$ cat src/rtl/core/mec_front.sv
`timescale 1ns / 1ps
// Skid queue of two entries between the input stream and the iterator.
module mec_front #(
  parameter int unsigned DW = 64
) (
  input  logic          clk_i,
  input  logic          rst_ni,
  input  logic          in_valid_i,
  output logic          in_ready_o,
  input  logic [DW-1:0] in_data_i,
  output logic          out_valid_o,
  input  logic          out_ready_i,
  output logic [DW-1:0] out_data_o
);
  logic [DW-1:0] mem_q [2];
  logic [DW-1:0] mem_d0, mem_d1;
  logic          rd_q, rd_d, wr_q, wr_d;
  logic [1:0]    cnt_q, cnt_d;
  logic          push, pop;

  assign in_ready_o  = (cnt_q != 2'd2);
  assign out_valid_o = (cnt_q != 2'd0);
  assign out_data_o  = mem_q[rd_q];
  assign push = in_valid_i && in_ready_o;
  assign pop  = out_valid_o && out_ready_i;

  always_comb begin
    cnt_d = cnt_q + {1'b0, push} - {1'b0, pop};
    rd_d  = rd_q ^ pop;
    wr_d  = wr_q ^ push;
    mem_d0 = mem_q[0];
    mem_d1 = mem_q[1];
    if (push && !wr_q) mem_d0 = in_data_i;
    if (push && wr_q) mem_d1 = in_data_i;
  end

  always_ff @(posedge clk_i) begin
    mem_q[0] <= mem_d0;
    mem_q[1] <= mem_d1;
  end

  always_ff @(posedge clk_i or negedge rst_ni) begin
    if (!rst_ni) begin
      cnt_q <= 2'd0;
      rd_q  <= 1'b0;
      wr_q  <= 1'b0;
    end else begin
      cnt_q <= cnt_d;
      rd_q  <= rd_d;
      wr_q  <= wr_d;
    end
  end

  assert property (@(posedge clk_i) disable iff (!rst_ni) cnt_q != 2'd3)
    else $error("queue count out of range");
  assert property (@(posedge clk_i) disable iff (!rst_ni)
    (cnt_q == 2'd0) |-> (rd_q == wr_q)) else $error("empty queue pointers differ");
  assert property (@(posedge clk_i) disable iff (!rst_ni)
    (cnt_q == 2'd2) |-> (rd_q == wr_q)) else $error("full queue pointers differ");
endmodule

$ cat config.mk
export PLATFORM = sky130hd
export DESIGN_NAME = mec_front
export DESIGN_NICKNAME = d
export VERILOG_FILES = /design/src/rtl/core/mec_front.sv
export SDC_FILE = /design/constraint.sdc
export NUM_CORES = 1
export LEC_CHECK = 0
export BUFFER_PORTS_ARGS = -buffer_cell sky130_fd_sc_hd__buf_2
export CAP_MARGIN = 0
export CORE_UTILIZATION = 35
export CTS_CLUSTER_DIAMETER = 40
export DETAILED_ROUTE_END_ITERATION = 12
export PLACE_DENSITY = 0.66
export SKIP_CTS_REPAIR_TIMING = 1
export SYNTH_ARGS = -nofsm -noshare
export SYNTH_HDL_FRONTEND = slang
export SYNTH_SLANG_ARGS = --single-unit
$ cat constraint.sdc
create_clock -name clk_i -period 5.5 [get_ports clk_i]
set_clock_uncertainty 0.05 [all_clocks]
set_input_delay 0.825 -clock clk_i [delete_from_list [all_inputs] [get_ports clk_i]]
set_output_delay 0.825 -clock clk_i [all_outputs]
set_load 0.02 [all_outputs]
Word level (Yosys, flattened, before mapping)
Memories as Yosys holds them, arrays and structs flattened. Index checks and enable logic that the tools add are counted.

Mux-type cells: 5. Bitwise operators: 2. Reduce and logical (&&, ||, !) cells: 7. Add/sub/neg operators: 2. Equality and inequality tests: 3.

Operators with widths (count): 2-to-1 mux 64 bit (3); OR reduction 64 bit (1); logical AND 1 bit (4); adder 2 x 1 -> 2 bit (1); 2-to-1 mux 1 bit (2); inequality test 1 bit, second input constant (2); inequality test 2 bit, second input constant (1); nonzero test 2 bit (1); subtractor 2 x 1 -> 2 bit (1); bitwise XOR 1 bit (2); zero test 1 bit (1).

Output and inout bits: 66. Memory bits (writable): 128. Logic and storage cells: 23. Memories kept: 1. Bits of input ports: 68. Flip-flop bits (word level): 4.

Memory list: mem_q (depth 2, bits a word 64, read ports 1, clocked after memory_dff 0, write ports 1, line 15) `logic [DW-1:0] mem_q [2];`.

Longest topological paths before layout
Word-level depth: 6. Mapped depth: 5. Depth with buffers taken out: 5.

Worst setup path after synthesis
OpenSTA, ideal clock, no wires.

Path type: in2reg. From: input port in_valid_i. To: memory mem_q[0][0], enable pin. Stages: 2. Path slack: 2.535 ns. Setup time: 0.429 ns. Arrival time: 2.485 ns. Buffers on the path: 0. Data required time: 5.021 ns. Cells stage by stage: and2_1 > ha_1.

Word-level cells in the longest chain between the ends: 5. Elaborated cells on any way between the ends: 8. Those cells by class: eq/ne: 2; mux: 2; reduce/logical: 4.

Ends and longest elaborated chain: from (decl) (line 8) `input logic in_valid_i,`; logical AND 1 bit (*) (line 24) `assign push = in_valid_i && in_ready_o;`; logical AND 1 bit (line 34) `if (push && wr_q) mem_d1 = in_data_i;`; inequality test 1 bit (no line); OR reduction 64 bit (no line); 2-to-1 mux 1 bit (no line); to (decl) (line 15).

Mark *: on every way between the ends. The rest lies on a longest branch, timed or not.

Worst setup path after layout
From: register rd_q. To: output port out_data_o[2].

Word-level cells in the longest chain between the ends: 1.

Ends and longest elaborated chain: from (decl) (line 17) `logic rd_q, rd_d, wr_q, wr_d;`; from (signal assigned) (line 49) `rd_q <= rd_d;`; memory (2 x 64 bit); to (decl) (line 13) `output logic [DW-1:0] out_data_o`.

Every way passes these cells.

==> metrics.txt <==
area leader, netlist=edfxtp_1; clock power share=30.2%; Sw Pwr=1.11 mW; site row count=42; Final setup viols=0; asr flop ratio synth=3.03%; Yosys reg bits=132; CTS Root Buffer Type=clkbuf_16; Reg power frac=40.8%; Routed Antenna Nets=0; first-pass GRT wire length=13300 um; Worst-Skew Late Latency=420 ps; Post-synth top cells=edfxtp_1, mux2_2, buf_6; crit-path cells=buf_4, mux2_2, buf_2; Synth Cell Area=4860 um2; switch share=30.8%; most frequent cell after synthesis=edfxtp_1; Congestion Overflow GR=0; die width=120 um; via count=2546; Slew @ Worst Pin=949 ps; Mean Syn Cell Area=21.9 um2; Worst R2R Start=cnt_q[0]; via/cell ratio=4.56; layout cells sized above 1=59.7%; PortBufs=133; Netlist cell types=21; Leak=2.36 nW; Worst Path Buf+Inv=2; register area=3950 um2; crit share post-route=59.3%; ANT cells=0; Synth area leaders=edfxtp_1, mux2_2, dfrtp_1, buf_6, ha_1; area of the multi-input gates=856 um2; vias in the first global route=2586; DIE HEIGHT=120 um; sum of negative setup slack=0 ps; gpl congestion=0.689; Post-DP HPWL=5430 um; R2R setup slack=3260 ps; largest net degree at the start of global routing=65; RSZ-0062 raised after global routing=false; crit path capture type=output pin; critical path's slowest cell=dfrtp_2; Synth Flop Type=edfxtp_1; Clk pin slew, worst setup/hold paths=50 ps; PwrDens=576 nW/um2; Overall Global Routing Usage=12.9%; maximum vdd drop=0.230 mV; Cell Int Power=2.50 mW; P&R area growth vs syn=29.2%; WP data arrival=2390 ps; Avg WL per Cell=15.5 um; Initial Utilization=36.3%; Die Area=14400 um2; status=complete, no violations; startpoint types=flip-flop; initial antenna violation count=0; Residual DRC=0; Max Cap Viol=0; critical path's largest stage delay=800 ps; CTS tree=yes; r2r endpoint=mem_q[1][31]; Post-synth EDFFs=128; CP Class=reg -> out; Power Total=3.62 mW; clock sinks=132; Max Slew Vio Count=0; Slew headroom=36.7%; DRT Wirelength=8660 um; H-tree depth=4; sequential area share after synthesis=81.1%; worst-path maximum fanout=37; fillers=1187; total CTS buffers=17; YS warnings=0; Ports=134; Final min period=3260 ps; Hold Path Class=in -> async; Final Hold Viols=0; Post-Syn Nets=292; fmax=0.307 GHz; Data required, critical path=4620 ps; power share of the combinational group=29.0%; FF-to-FF path depth=3; Crit path max-delay family=flip-flops; cells after synthesis=222; clk buf depth=2; DR pass1 iterations=4; top-area cell type share of the netlist area=79.1%; Final nets=439; initial DRC count=105; Core Area=13400 um2
==> stage by stage <==
step	worst slack [ps]	hold slack, ps	std cells	area, um2	utilization (%)
2_1_floorplan	2540	479	222	4860	-
3_3_place_gp	2630	535	526	5710	42.6
3_5_place_dp	2620	577	526	5710	42.6
4_1_cts	2150	136	558	6280	46.9
5_1_grt	2070	139	558	6280	46.9
6_report	2240	155	558	6280	46.9
==> placed cells by master, fill, tap and decap left out, drive strengths merged <==
cell type,n
buf,135
o21ai,1
clkinv,9
inv,2
clkbuf,19
xnor2,2
and3,1
and2,1
clkinvlp,1
ha,2
mux2,64
edfxtp,128
nor2b,1
or2,1
nand2b,1
a32oi,1
a21bo,1
dfrtp,4
nand3,1
bufinv,3
a211oi,1
nor2,2
nand2,1
==> state kept, by name, summed over array words and instances (netlist names) <==
name	cells
cnt_q	2
wr_q	1
mem_q	128
rd_q	1
==> cells by family after synthesis <==
| family | count (synthesis) | synth area share [%] |
|---|---|---|
| xor+xnor | 2 | 0.360 |
| buf+inv | 9 | 1.57 |
| flops | 132 | 81.1 |
| compound gates | 4 | 0.643 |
| simple gates | 9 | 0.978 |
| fa+ha+maj | 2 | 0.515 |
| mux | 64 | 14.8 |
==> area by class of cell <==
type                    instances  share of cell area [%]
well taps                     176                    3.51
repair buffers                135                    10.8
clock buffers                  19                    6.89
clock inverters                13                    2.23
flip-flops and latches        132                    62.8
inverters                       2                   0.119
multi-input cells              81                    13.6
==> power by group through the flow <==
stage / clock network [mW] / logic, mW / registers [mW]
global route: 1.15 / 1.13 / 1.50
finish: 1.09 / 1.05 / 1.47
CTS: 1.12 / 1.08 / 1.48
detailed placement: 0 / 1.07 / 1.50
global placement: 0 / 1.07 / 1.48
floorplan: 0 / 0.806 / 1.45
==> worst max path at each step <==
stage / from / end / slack, ps / cells after the start
after global routing: rd_q / out_data_o[2] / 2070 / 3
after global placement: rd_q / out_data_o[2] / 2630 / 3
after CTS: rd_q / out_data_o[2] / 2150 / 3
after floorplan: in_valid_i / mem_q[0][0] / 2540 / 2
after detailed placement: rd_q / out_data_o[2] / 2620 / 3
final: rd_q / out_data_o[2] / 2240 / 3
==> per-layer routing <==
layer	track usage [%]	vias to the layer above	wire, um
met5	0	-	0
li1	-	1174	-
met1	14.4	1257	3370
met2	20.8	93	4450
met4	8.20	0	211
met3	4.99	22	626
Power figures use the tool's default switching activity.
