==> src/rtl/core/mec_pkg.sv <==
`timescale 1ns / 1ps
package mec_pkg;

  typedef enum logic [1:0] {
    IterIdle,
    IterMul,
    IterUpd,
    IterDone
  } iter_state_e;

  typedef enum logic [1:0] {
    ColIdle,
    ColDiv,
    ColMul,
    ColOut
  } col_state_e;

  typedef struct packed {
    logic [15:0] count;
    logic        in_set;
  } iter_res_t;

  function automatic logic [7:0] pal_k(input logic [1:0] seg, input logic [1:0] ch);
    logic [7:0] k;
    begin
      k = 8'd0;
      case (seg)
        2'd0: k = (ch == 2'd0) ? 8'd0 : (ch == 2'd1) ? 8'd149 : 8'd255;
        2'd1: k = (ch == 2'd0) ? 8'd255 : (ch == 2'd1) ? 8'd106 : 8'd0;
        2'd2: k = (ch == 2'd0) ? 8'd0 : (ch == 2'd1) ? 8'd61 : 8'd255;
        default: k = (ch == 2'd0) ? 8'd255 : (ch == 2'd1) ? 8'd195 : 8'd0;
      endcase
      return k;
    end
  endfunction

endpackage

==> src/rtl/core/mec_colour.sv <==
`timescale 1ns / 1ps
// Restoring divider for count/limit, then palette products one channel a cycle.
module mec_colour (
  input  logic               clk_i,
  input  logic               rst_ni,
  input  logic [15:0]        limit_i,
  input  logic               in_valid_i,
  output logic               in_ready_o,
  input  mec_pkg::iter_res_t in_res_i,
  output logic               out_valid_o,
  input  logic               out_ready_i,
  output logic [39:0]        out_data_o
);
  mec_pkg::col_state_e st_q, st_d;
  logic [15:0] cnt_q, rem_q, rem_d, f_q, f_d;
  logic        inside_q;
  logic [4:0]  step_q, step_d;
  logic [1:0]  ch_q, ch_d;
  logic [7:0]  rgb_q [3];
  logic [16:0] trial;
  logic [7:0]  k, chv;
  logic [1:0]  seg;
  logic [26:0] prod;
  logic [22:0] t;

  assign trial = {rem_q, cnt_q[4'(15 - step_q[3:0])]} ;
  assign seg = f_q[15:14];
  assign k = mec_pkg::pal_k(seg, ch_q);

  always_comb begin
    prod = '0;
    chv = '0;
    t = '0;
    case (seg)
      2'd0: begin
        prod = 27'(k) * (27'(49152) + 27'(5) * 27'(f_q));
        chv = prod[24:17];
      end
      2'd1: begin
        t = 23'(k) * (23'(32768) - 23'(f_q));
        prod = 27'(4177920) - 27'(t);
        chv = prod[21:14];
      end
      2'd2: begin
        t = 23'(k) * (23'(f_q) - 23'(32768));
        prod = 27'(4177920) - 27'(t);
        chv = prod[21:14];
      end
      default: begin
        prod = 27'(k) * (27'(16384) + 27'(3) * (27'(65536) - 27'(f_q)));
        chv = prod[23:16];
      end
    endcase
    if (inside_q) chv = 8'd0;
  end

  always_comb begin
    st_d = st_q;
    unique case (st_q)
      mec_pkg::ColIdle: if (in_valid_i) st_d = mec_pkg::ColDiv;
      mec_pkg::ColDiv: if (step_q == 5'd31) st_d = mec_pkg::ColMul;
      mec_pkg::ColMul: if (ch_q == 2'd2) st_d = mec_pkg::ColOut;
      mec_pkg::ColOut: if (out_ready_i) st_d = mec_pkg::ColIdle;
      default: st_d = mec_pkg::ColIdle;
    endcase
  end

  always_comb begin
    rem_d = rem_q;
    f_d = f_q;
    step_d = step_q;
    ch_d = ch_q;
    unique case (st_q)
      mec_pkg::ColIdle: begin
        rem_d = '0;
        f_d = '0;
        step_d = '0;
        ch_d = '0;
      end
      mec_pkg::ColDiv: begin
        // Bits of count << 16: count bits first, then sixteen zeros.
        if (step_q < 5'd16) begin
          if (trial >= {1'b0, limit_i}) begin
            rem_d = 16'(trial - {1'b0, limit_i});
          end else begin
            rem_d = trial[15:0];
          end
        end else begin
          if ({rem_q, 1'b0} >= {1'b0, limit_i}) begin
            rem_d = 16'({rem_q, 1'b0} - {1'b0, limit_i});
            f_d = {f_q[14:0], 1'b1};
          end else begin
            rem_d = {rem_q[14:0], 1'b0};
            f_d = {f_q[14:0], 1'b0};
          end
        end
        step_d = step_q + 5'd1;
      end
      mec_pkg::ColMul: ch_d = ch_q + 2'd1;
      default: ;
    endcase
  end

  assign in_ready_o  = (st_q == mec_pkg::ColIdle);
  assign out_valid_o = (st_q == mec_pkg::ColOut);
  assign out_data_o  = {rgb_q[2], rgb_q[1], rgb_q[0], cnt_q};

  always_ff @(posedge clk_i) begin
    if (st_q == mec_pkg::ColIdle) begin
      cnt_q    <= in_res_i.count;
      inside_q <= in_res_i.in_set;
    end
    if (st_q == mec_pkg::ColMul) rgb_q[ch_q] <= chv;
    rem_q <= rem_d;
    f_q <= f_d;
  end

  always_ff @(posedge clk_i or negedge rst_ni) begin
    if (!rst_ni) begin
      st_q   <= mec_pkg::ColIdle;
      step_q <= '0;
      ch_q   <= '0;
    end else begin
      st_q   <= st_d;
      step_q <= step_d;
      ch_q   <= ch_d;
    end
  end

  assert property (@(posedge clk_i) disable iff (!rst_ni)
    (st_q == mec_pkg::ColMul) |-> (ch_q != 2'd3)) else $error("channel index out of range");
  assert property (@(posedge clk_i) disable iff (!rst_ni)
    $rose(st_q == mec_pkg::ColMul) |-> (step_q == 5'd0)) else $error("divider not finished");
  assert property (@(posedge clk_i) disable iff (!rst_ni)
    (st_q == mec_pkg::ColOut && !out_ready_i) |=> $stable(out_data_o))
    else $error("result changed while stalled");
endmodule

==> config.mk <==
export PLATFORM = sky130hd
export DESIGN_NAME = mec_colour
export DESIGN_NICKNAME = d
export VERILOG_FILES = /design/src/rtl/core/mec_pkg.sv /design/src/rtl/core/mec_colour.sv
export SDC_FILE = /design/constraint.sdc
export NUM_CORES = 1
export LEC_CHECK = 0
export ABC_AREA = 1
export BUFFER_PORTS_ARGS = -buffer_cell sky130_fd_sc_hd__buf_2
export CAP_MARGIN = 20
export CORE_MARGIN = 2
export CORE_UTILIZATION = 55
export DETAILED_ROUTE_END_ITERATION = 12
export PLACE_DENSITY_LB_ADDON = 0.25
export SLEW_MARGIN = 20
export SYNTH_ARGS = -nofsm -noshare
export SYNTH_HDL_FRONTEND = slang
export SYNTH_SLANG_ARGS = --single-unit
==> constraint.sdc <==
create_clock -name clk_i -period 9.2 [get_ports clk_i]
set_clock_uncertainty 0.05 [all_clocks]
set_input_delay 0 -clock clk_i [delete_from_list [all_inputs] [get_ports clk_i]]
set_output_delay 0 -clock clk_i [all_outputs]
set_load 0.02 [all_outputs]
=== Yosys cells after proc, flatten, opt, wreduce, memory -nomap -nowiden ===
Memories as Yosys holds them, arrays and structs flattened.
Cells that the tools add are included.

* Output and inout bits: 42
* Memories kept: 1
* Word-level logic and storage cells: 79
* RAM bits: 24
* Bits in registers: 58
* Bits of input ports: 37

{| class="wikitable"
|+ Memory list
! name !! words !! bits a word !! rd ports !! clocked after memory_dff !! write ports !! RTL line !! source
|-
| rgb_q || 3 || 8 || 3 || 0 || 1 || mec_colour.sv:19 || <nowiki>logic [7:0] rgb_q [3];</nowiki>
|}

* Add/subtract/negate cells: 12
* Magnitude comparators: 4
* Reduce and logical (&&, ||, !) cells: 7
* Equal/unequal tests: 13
* Multiplexer cells: 29
* $mul: 6

{| class="wikitable"
|+ Operator list
! kind !! count
|-
| 2-to-1 mux 16 bit || 4
|-
| one-hot mux 16 bit (2 select lines) || 2
|-
| 2-to-1 mux 8 bit || 7
|-
| one-hot mux 8 bit (3 select lines) || 2
|-
| multiplier 9 x 17 -> 22 bit || 2
|-
| subtractor 22 bit (first input constant) || 2
|-
| >= comparator 17 x 16 -> 1 bit || 2
|-
| subtractor 16 bit || 2
|-
| adder 15 x 27 -> 27 bit (first input constant) || 1
|-
| multiplier 2 x 27 -> 27 bit (first input constant) || 1
|-
| multiplier 8 x 27 -> 24 bit || 1
|-
| multiplier 8 x 20 -> 25 bit || 1
|-
| adder 16 x 19 -> 20 bit (first input constant) || 1
|-
| multiplier 3 x 16 -> 19 bit (first input constant) || 1
|-
| subtractor 17 x 16 -> 18 bit (first input constant) || 1
|-
| subtractor 16 x 16 -> 17 bit (first input constant) || 1
|-
| subtractor 16 x 16 -> 17 bit (second input constant) || 1
|-
| 2-to-1 mux 7 bit || 2
|-
| one-hot mux 5 bit (2 select lines) || 1
|-
| equality test 2 bit (second input constant) || 4
|-
| 2-to-1 mux 2 bit || 4
|-
| inequality test 2 bit (second input constant) || 4
|-
| one-hot mux 2 bit (4 select lines) || 1
|-
| equality test 2 x 1 -> 1 bit (second input constant) || 3
|-
| 14 further kinds || 20
|}

=== Longest topological paths before layout ===
Gate-level depths: netlist of run 1.

* Word-level depth: 8
* Depth in mapped cells: 45
* Gate-level depth less buffers: 45

=== Worst setup path after synthesis of run 1 ===
OpenSTA, ideal clock, no wires.

* Path type: reg2reg
* Start: register f_q[0]
* End: memory rgb_q[0][7], data pin
* Buffers on the path: 0
* Cell stages (with the launch flop): 37
* Data arrival time: 6.639 ns
* Library setup time: 0.257 ns
* Slack: 2.254 ns
* Required time: 8.893 ns
* Cell sequence: edfxtp_1 > inv_1 > ha_1 > xor2_1 > inv_1 > ha_1 > ha_1 > inv_1 > fa_1 > o21ai_2 > nand3_1 > nand2_1 > nand2_1 > nand2_1 > nand3_1 > nand2_1 > xor2_2 > nand2_1 > fa_1 > inv_1 > fa_1 > fa_1 > inv_1 > fa_1 > inv_1 > ha_1 > nand2_1 > nor3_1 > nand3_1 > o211ai_1 > a21oi_1 > nand3_1 > nand2_1 > nand2_1 > nand3_1 > nand2_1 > nor2_2

* Longest elaborated chain between the ends: 6
* Elaborated cells between the ends (all ways): 15

{| class="wikitable"
|+ Ends and longest elaborated chain
! what !! RTL line !! source
|-
| start: declaration || mec_colour.sv:15 || <nowiki>logic [15:0] cnt_q, rem_q, rem_d, f_q, f_d;</nowiki>
|-
| start signal: assignment || mec_colour.sv:115 || <nowiki>f_q <= f_d;</nowiki>
|-
| subtractor 17 x 16 -> 18 bit || mec_colour.sv:50 || <nowiki>prod = 27'(k) * (27'(16384) + 27'(3) * (27'(65536) - 27'(f_q)));</nowiki>
|-
| multiplier 2 x 27 -> 27 bit || mec_colour.sv:50 ||
|-
| adder 15 x 27 -> 27 bit || mec_colour.sv:50 ||
|-
| multiplier 8 x 27 -> 24 bit || mec_colour.sv:50 ||
|-
| one-hot mux 8 bit (3 select lines) * || mec_colour.sv:34 || <nowiki>case (seg)</nowiki>
|-
| 2-to-1 mux 8 bit * || mec_colour.sv:54 || <nowiki>if (inside_q) chv = 8'd0;</nowiki>
|-
| named net chv[7] || mec_colour.sv:21 || <nowiki>logic [7:0] k, chv;</nowiki>
|-
| end: declaration || mec_colour.sv:19 ||
|}

The timed path passes the listed nets; every way through them passes the cells marked *.

=== Worst setup path after layout of run 1 ===
* Start: register f_q[0]
* End: memory rgb_q[0][6], data pin

The elaborated chain is that of the path after synthesis.

==> flow_metrics.env, run 1 <==
export IMPL_numPortBuffers=78
export IMPL_async_flop_share_pct=10.98
export IMPL_num_io_pins=79
export IMPL_use_met3_pct=4.989
export IMPL_vias=20890
export IMPL_synth_ff_type="edfxtp_1"
export IMPL_ys_ff_latch=82
export IMPL_grt_pass1_wl_um=111700
export IMPL_first_pass_iters=7
export IMPL_synth_edf_count=73
export IMPL_r2r_end="rgb_q[0][6]$_DFFE_PP_"
export IMPL_tns_ns=0
export IMPL_worstSetupPathType="flop to flop"
export IMPL_yosysTopAreaCell="fa_1"
export IMPL_r2r_start="f_q[0]$_SDFFCE_PN0P_"
export IMPL_cts_made_buffers=9
export IMPL_hold_path_class="input pin to flop"
export IMPL_gp_congestion=0.9780
export IMPL_synthesis_nets=3938
export IMPL_netlist_area_mm2=0.02459
export IMPL_end_kind="flop"
export IMPL_synthTopCellsByArea="fa_1, ha_1, inv_1"
export IMPL_grt_max_degree=40
export IMPL_placementRows=77
export IMPL_synth_cell_types=57
export IMPL_cts_resized=0
export IMPL_num_fill_cells=4124
export IMPL_crit_slowest_cell="fa_1"
export IMPL_rr_worst_depth=37
export IMPL_worst_pin_slew_ns=1.126
export IMPL_antenna_left=0
export IMPL_drt_wl_total_um=67680
export IMPL_clk_latency_ns=0.37
export IMPL_drt_wirelength_per_cell_um=17.31
export IMPL_antenna_found_initial=2
export IMPL_drive_gt1_share_pct=5.032
export IMPL_clock_sinks=82
export IMPL_min_period_ns=8.302
export IMPL_root_buffer="clkbuf_16"
export IMPL_cts_max_level=3
export IMPL_yosysWarnings=0
export IMPL_hold_start="limit_i[0]"
export IMPL_r2r_slack_ns=0.90
export IMPL_fmax_ghz=0.1205
export IMPL_drt_iter0_markers=1453
export IMPL_status="finished clean"
export IMPL_synthDominantCellAreaShare_pct=30.70
export IMPL_yosysMostFrequentCell="inv_1"
export IMPL_top_usage_layer="met2"
export IMPL_die_width_um=215.4
export IMPL_drv_slew=0
export IMPL_grt_use_met2_pct=51.44
export IMPL_postSynthCellCount=3238
export IMPL_cp_max_fo=8
export IMPL_grtUsageTotal_pct=30.28
export IMPL_die_h_um=215.4
export IMPL_cts_tree="built"
export IMPL_clkTransAtPathRegs_ns=0.07
export IMPL_syn2layout_area_growth_pct=6.437
export IMPL_worst_path_largest_cell_delay_ns=0.56
export IMPL_clk_path_buf_depth=2
export IMPL_setup_viol=0
export IMPL_startpoint_type="flop"
export IMPL_netlist_top_cells_count="inv_1, nand2_1, nor2_1"
export IMPL_grt_use_met1_pct=38.89
export IMPL_drcViolationCount=0
export IMPL_vias_per_cell=5.341
export IMPL_grt_pass1_vias=21890
export IMPL_diodes=0
export IMPL_core_area_mm2=0.04412
export IMPL_slew_headroom_pct=24.67
export IMPL_hpwl_um=57450
export IMPL_rsz0062_at_grt="false"
export IMPL_crit_required_ns=9.32
export IMPL_gr_total_overflow=0
export IMPL_initial_utilization_pct=55.72
export IMPL_ys_seq_area_share_pct=9.832
export IMPL_die_area_mm2=0.04641
export IMPL_finalCritPeriodShare_pct=90.24
export IMPL_nNetsFinal=4014
export IMPL_syn_avg_cell_area_um2=7.593
export IMPL_min_path_cells=3
export IMPL_hold_viol=0
export IMPL_cap_violations=0
export IMPL_worstPathArrival_ns=8.42
export IMPL_path_common_cell="inv_1"
export IMPL_hold_end="rem_q[0]$_SDFFCE_PN0P_"
==> logic make-up (layout without fill, tap and decap cells) <==
| kind of cell | count (synthesis) | after routing | share of synthesized area (%) |
|---|---|---|---|
| fa+ha+maj | 663 | 663 | 45.25 |
| xor+xnor | 86 | 86 | 3.201 |
| buf+inv | 948 | 1029 | 14.70 |
| compound gates | 387 | 387 | 9.170 |
| simple gates | 1072 | 1072 | 17.85 |
| flops | 82 | 82 | 9.832 |
==> worst max-delay path, delay by kind of cell (launching register included) <==
kind | cells | cell delay, ns
AND/OR/NAND/NOR | 11 | 1.61
XOR/XNOR | 1 | 0.50
adder cells (fa/ha/maj) | 7 | 3.03
flip-flops | 1 | 0.54
buffers and inverters | 9 | 1.00
AO/OA/AOI/OAI | 9 | 1.35
==> per-layer routing <==
layer	wire length (um)	vias to the layer above
li1	-	9965
met1	27740	10060
met2	32340	727
met3	4844	139
met4	2747	2
met5	13	-
==> final cells by class <==
type                            instances  area (um2)  area share (%)
Multi-Input combinational cell       2208       18560           70.93
Inverter                              895        3359           12.84
Sequential cell                        82        2417           9.237
Tap cell                              592       740.7           2.831
Timing Repair Buffer                  118       738.2           2.821
Clock buffer                            9       225.2          0.8606
Clock inverter                          7       127.6          0.4877
==> placed cells by master, fill, tap and decap left out, drive strengths merged, types with 7 or more instances in the layout <==
cell type    netlist  final
a21boi             9      9
dfrtp              9      9
o21a              11     11
xnor2             24     24
nand4             21     21
dlygate4sd3        0     19
xor2              62     62
nand2            509    509
o211ai             9      9
ha               286    286
nand3             94     94
o21ai            123    123
edfxtp            73     73
nor2             403    403
nor4               7      7
clkbuf            28      9
o22ai             14     14
a21o              21     21
o21bai            24     24
a21oi            145    145
nor3              19     19
inv              893    897
a31oi              9      9
fa               377    377
or2                9      9
buf               25     99
==> registers in the layout, indices dropped and copies added, names as in the netlist <==
signal and flops:
ch_q 2, cnt_q 16, f_q 16, inside_q 1
rem_q 16, rgb_q 24, st_q 2, step_q 5
==> through the flow <==
stage / setup WS, ns / cells / util [%] / cell area, um2 / hold WS [ns]
6_report: 0.8984 / 3911 / 59.31 / 26170 / 0.04485
3_3_place_gp: 1.100 / 3876 / 58.08 / 25630 / -0.1855
3_5_place_dp: 1.053 / 3876 / 58.08 / 25630 / -0.1826
4_1_cts: 1.004 / 3911 / 59.31 / 26170 / 0.02678
5_1_grt: 0.3914 / 3911 / 59.31 / 26170 / 0.06614
2_1_floorplan: 2.254 / 3238 / - / 24590 / -0.3456
==> worst max path at each step <==
stage	to	cells after the start	slack, ns	startpoint
2_1_floorplan	rgb_q[0][7]$_DFFE_PP_	36	2.25	f_q[0]$_SDFFCE_PN0P_
3_3_place_gp	rgb_q[0][6]$_DFFE_PP_	37	1.10	f_q[0]$_SDFFCE_PN0P_
3_5_place_dp	rgb_q[0][6]$_DFFE_PP_	37	1.05	f_q[0]$_SDFFCE_PN0P_
4_1_cts	rgb_q[0][6]$_DFFE_PP_	37	1.00	f_q[0]$_SDFFCE_PN0P_
5_1_grt	rgb_q[0][6]$_DFFE_PP_	37	0.39	f_q[0]$_SDFFCE_PN0P_
6_report	rgb_q[0][6]$_DFFE_PP_	37	0.90	f_q[0]$_SDFFCE_PN0P_
==> what timing repair did <==
item,in CTS,in global routing
buffers inserted,0,0
hold buffers,19,0
endpoints found under the hold margin,26,0
Power of run 1 is left out: the tool's default activity adds up to more than one toggle a clock period on the data nets, which glitch-free logic cannot reach.
==> run 2, diff against run 1 <==
Settings changed: BUFFER_PORTS_ARGS -buffer_cell sky130_fd_sc_hd__buf_2 to -buffer_cell sky130_fd_sc_hd__buf_4, CORE_UTILIZATION 55 to 35.
==> flow_metrics.env, run 2 (same netlist as run 1, synthesis figures left out) <==
export IMPL_worstSetupPathType="flop to flop"
export IMPL_gp_congestion=0.9124
export IMPL_antenna_found_initial=1
export IMPL_cts_max_level=3
export IMPL_cap_violations=0
export IMPL_crit_required_ns=9.27
export IMPL_cts_made_buffers=9
export IMPL_min_path_cells=3
export IMPL_end_kind="flop"
export IMPL_final_cell_mix="inv_1, nand2_1, nor2_1, fa_1, ha_1"
export IMPL_clkTransAtPathRegs_ns=0.07
export IMPL_grt_max_degree=32
export IMPL_gr_total_overflow=0
export IMPL_nNetsFinal=4015
export IMPL_first_pass_iters=5
export IMPL_worstPathArrival_ns=8.52
export IMPL_clk_path_buf_depth=2
export IMPL_drive_gt1_share_pct=5.060
export IMPL_rsz0062_at_grt="false"
export IMPL_setup_viol=0
export IMPL_final_common_cell="inv_1"
export IMPL_startpoint_type="flop"
export IMPL_grtUsageTotal_pct=20.41
export IMPL_placed_area_mm2=0.02626
export IMPL_antenna_left=0
export IMPL_utilization_pct=38.32
export IMPL_drt_wirelength_per_cell_um=16.64
export IMPL_largest_register_ff_count=24
export IMPL_grt_pass1_wl_um=114300
export IMPL_drv_slew=0
export IMPL_postCtsSetupRepairBufs=0
export IMPL_fmax_ghz=0.1185
export IMPL_status="finished clean"
export IMPL_root_buffer="clkbuf_16"
export IMPL_fin_area_mm2=0.02674
export IMPL_path_common_cell="inv_1"
export IMPL_die_area_mm2=0.07238
export IMPL_core_area_mm2=0.06979
export IMPL_finalCritPeriodShare_pct=91.76
export IMPL_rr_worst_depth=39
export IMPL_vias=20430
export IMPL_die_width_um=269.0
export IMPL_tns_ns=0
export IMPL_diodes=0
export IMPL_hold_viol=0
export IMPL_worst_pin_slew_ns=0.9780
export IMPL_hold_path_class="input pin to flop"
export IMPL_hold_start="limit_i[0]"
export IMPL_clk_latency_ns=0.38
export IMPL_min_period_ns=8.442
export IMPL_grt_pass1_vias=20500
export IMPL_drcViolationCount=0
export IMPL_clock_sinks=82
export IMPL_crit_slowest_cell="fa_1"
export IMPL_num_io_pins=79
export IMPL_initial_utilization_pct=35.23
export IMPL_slew_headroom_pct=34.64
export IMPL_crit_start="f_q[0]$_SDFFCE_PN0P_"
export IMPL_hpwl_um=61130
export IMPL_whs_ns=0.04646
export IMPL_cts_tree="built"
export IMPL_largest_register="rgb_q"
export IMPL_drt_iter0_markers=1354
export IMPL_vias_per_cell=4.795
export IMPL_drt_wl_total_um=70870
export IMPL_r2r_start="f_q[0]$_SDFFCE_PN0P_"
export IMPL_worst_path_largest_cell_delay_ns=0.54
export IMPL_numPortBuffers=78
export IMPL_die_h_um=269.0
export IMPL_placementRows=97
export IMPL_cp_max_fo=8
export IMPL_syn2layout_area_growth_pct=8.758
==> run 2: changes by cell type in the layout (fill, tap and decap cells not counted), sizes merged <==
cell,change
clkbuf,+1
buf,+1
bufinv,-3
clkinv,+3
inv,-1
==> run 2: what timing repair did <==
action,in CTS,in global routing
endpoints found under the hold margin,26,0
endpoints found under the setup margin,0,6
hold buffers,19,0
gates resized for setup,0,1
==> run 2: final cells by class <==
type,count,area [um2]
Clock inverter,6,48.80
Tap cell,940,1176
Clock buffer,10,229.0
Timing Repair Buffer,119,940.9
Inverter,895,3359
Multi-Input combinational cell,2208,18570
Sequential cell,82,2417
Fill cell,7366,43050
==> run 2: per-layer routing <==
metal / GRT usage (%) / part of all wire (%)
met5: 0 / 0
met4: 3.949 / 1.8
met3: 2.091 / 4.6
met2: 33.30 / 46
met1: 29.40 / 48
==> run 2: final timing paths <==
check | to | slack, ns
max in group asynchronous | ch_q[0]$_DFFE_PN0P_ | 8.14
setup / recovery | rgb_q[1][7]$_DFFE_PP_ | 0.76
setup reg to reg | rgb_q[1][7]$_DFFE_PP_ | 0.76
hold reg to reg | ch_q[0]$_DFFE_PN0P_ | 0.48
hold / removal | rem_q[0]$_SDFFCE_PN0P_ | 0.05
min in group asynchronous | step_q[1]$_DFFE_PN0P_ | 0.63
==> run 2: worst max-delay path, delay by kind of cell (launching register included) <==
| family | cells | cell delay [ns] |
|---|---|---|
| adders and majority gates | 7 | 3.06 |
| and+or+nand+nor | 15 | 1.73 |
| AOI/OAI and AO/OA | 8 | 1.58 |
| buffers and inverters | 8 | 0.87 |
| DFF | 1 | 0.52 |
| xor gates and xnor gates | 1 | 0.36 |
==> run 2: per-stage QoR <==
| stage | worst slack (ns) | instances |
|---|---|---|
| after detailed placement | 0.7148 | 4225 |
| final | 0.7579 | 4260 |
| after global routing | 0.07128 | 4260 |
| after global placement | 0.7211 | 4225 |
| after CTS | 0.6902 | 4260 |
| after floorplan | 2.254 | 3238 |
Power of run 2 is left out for the same reason.
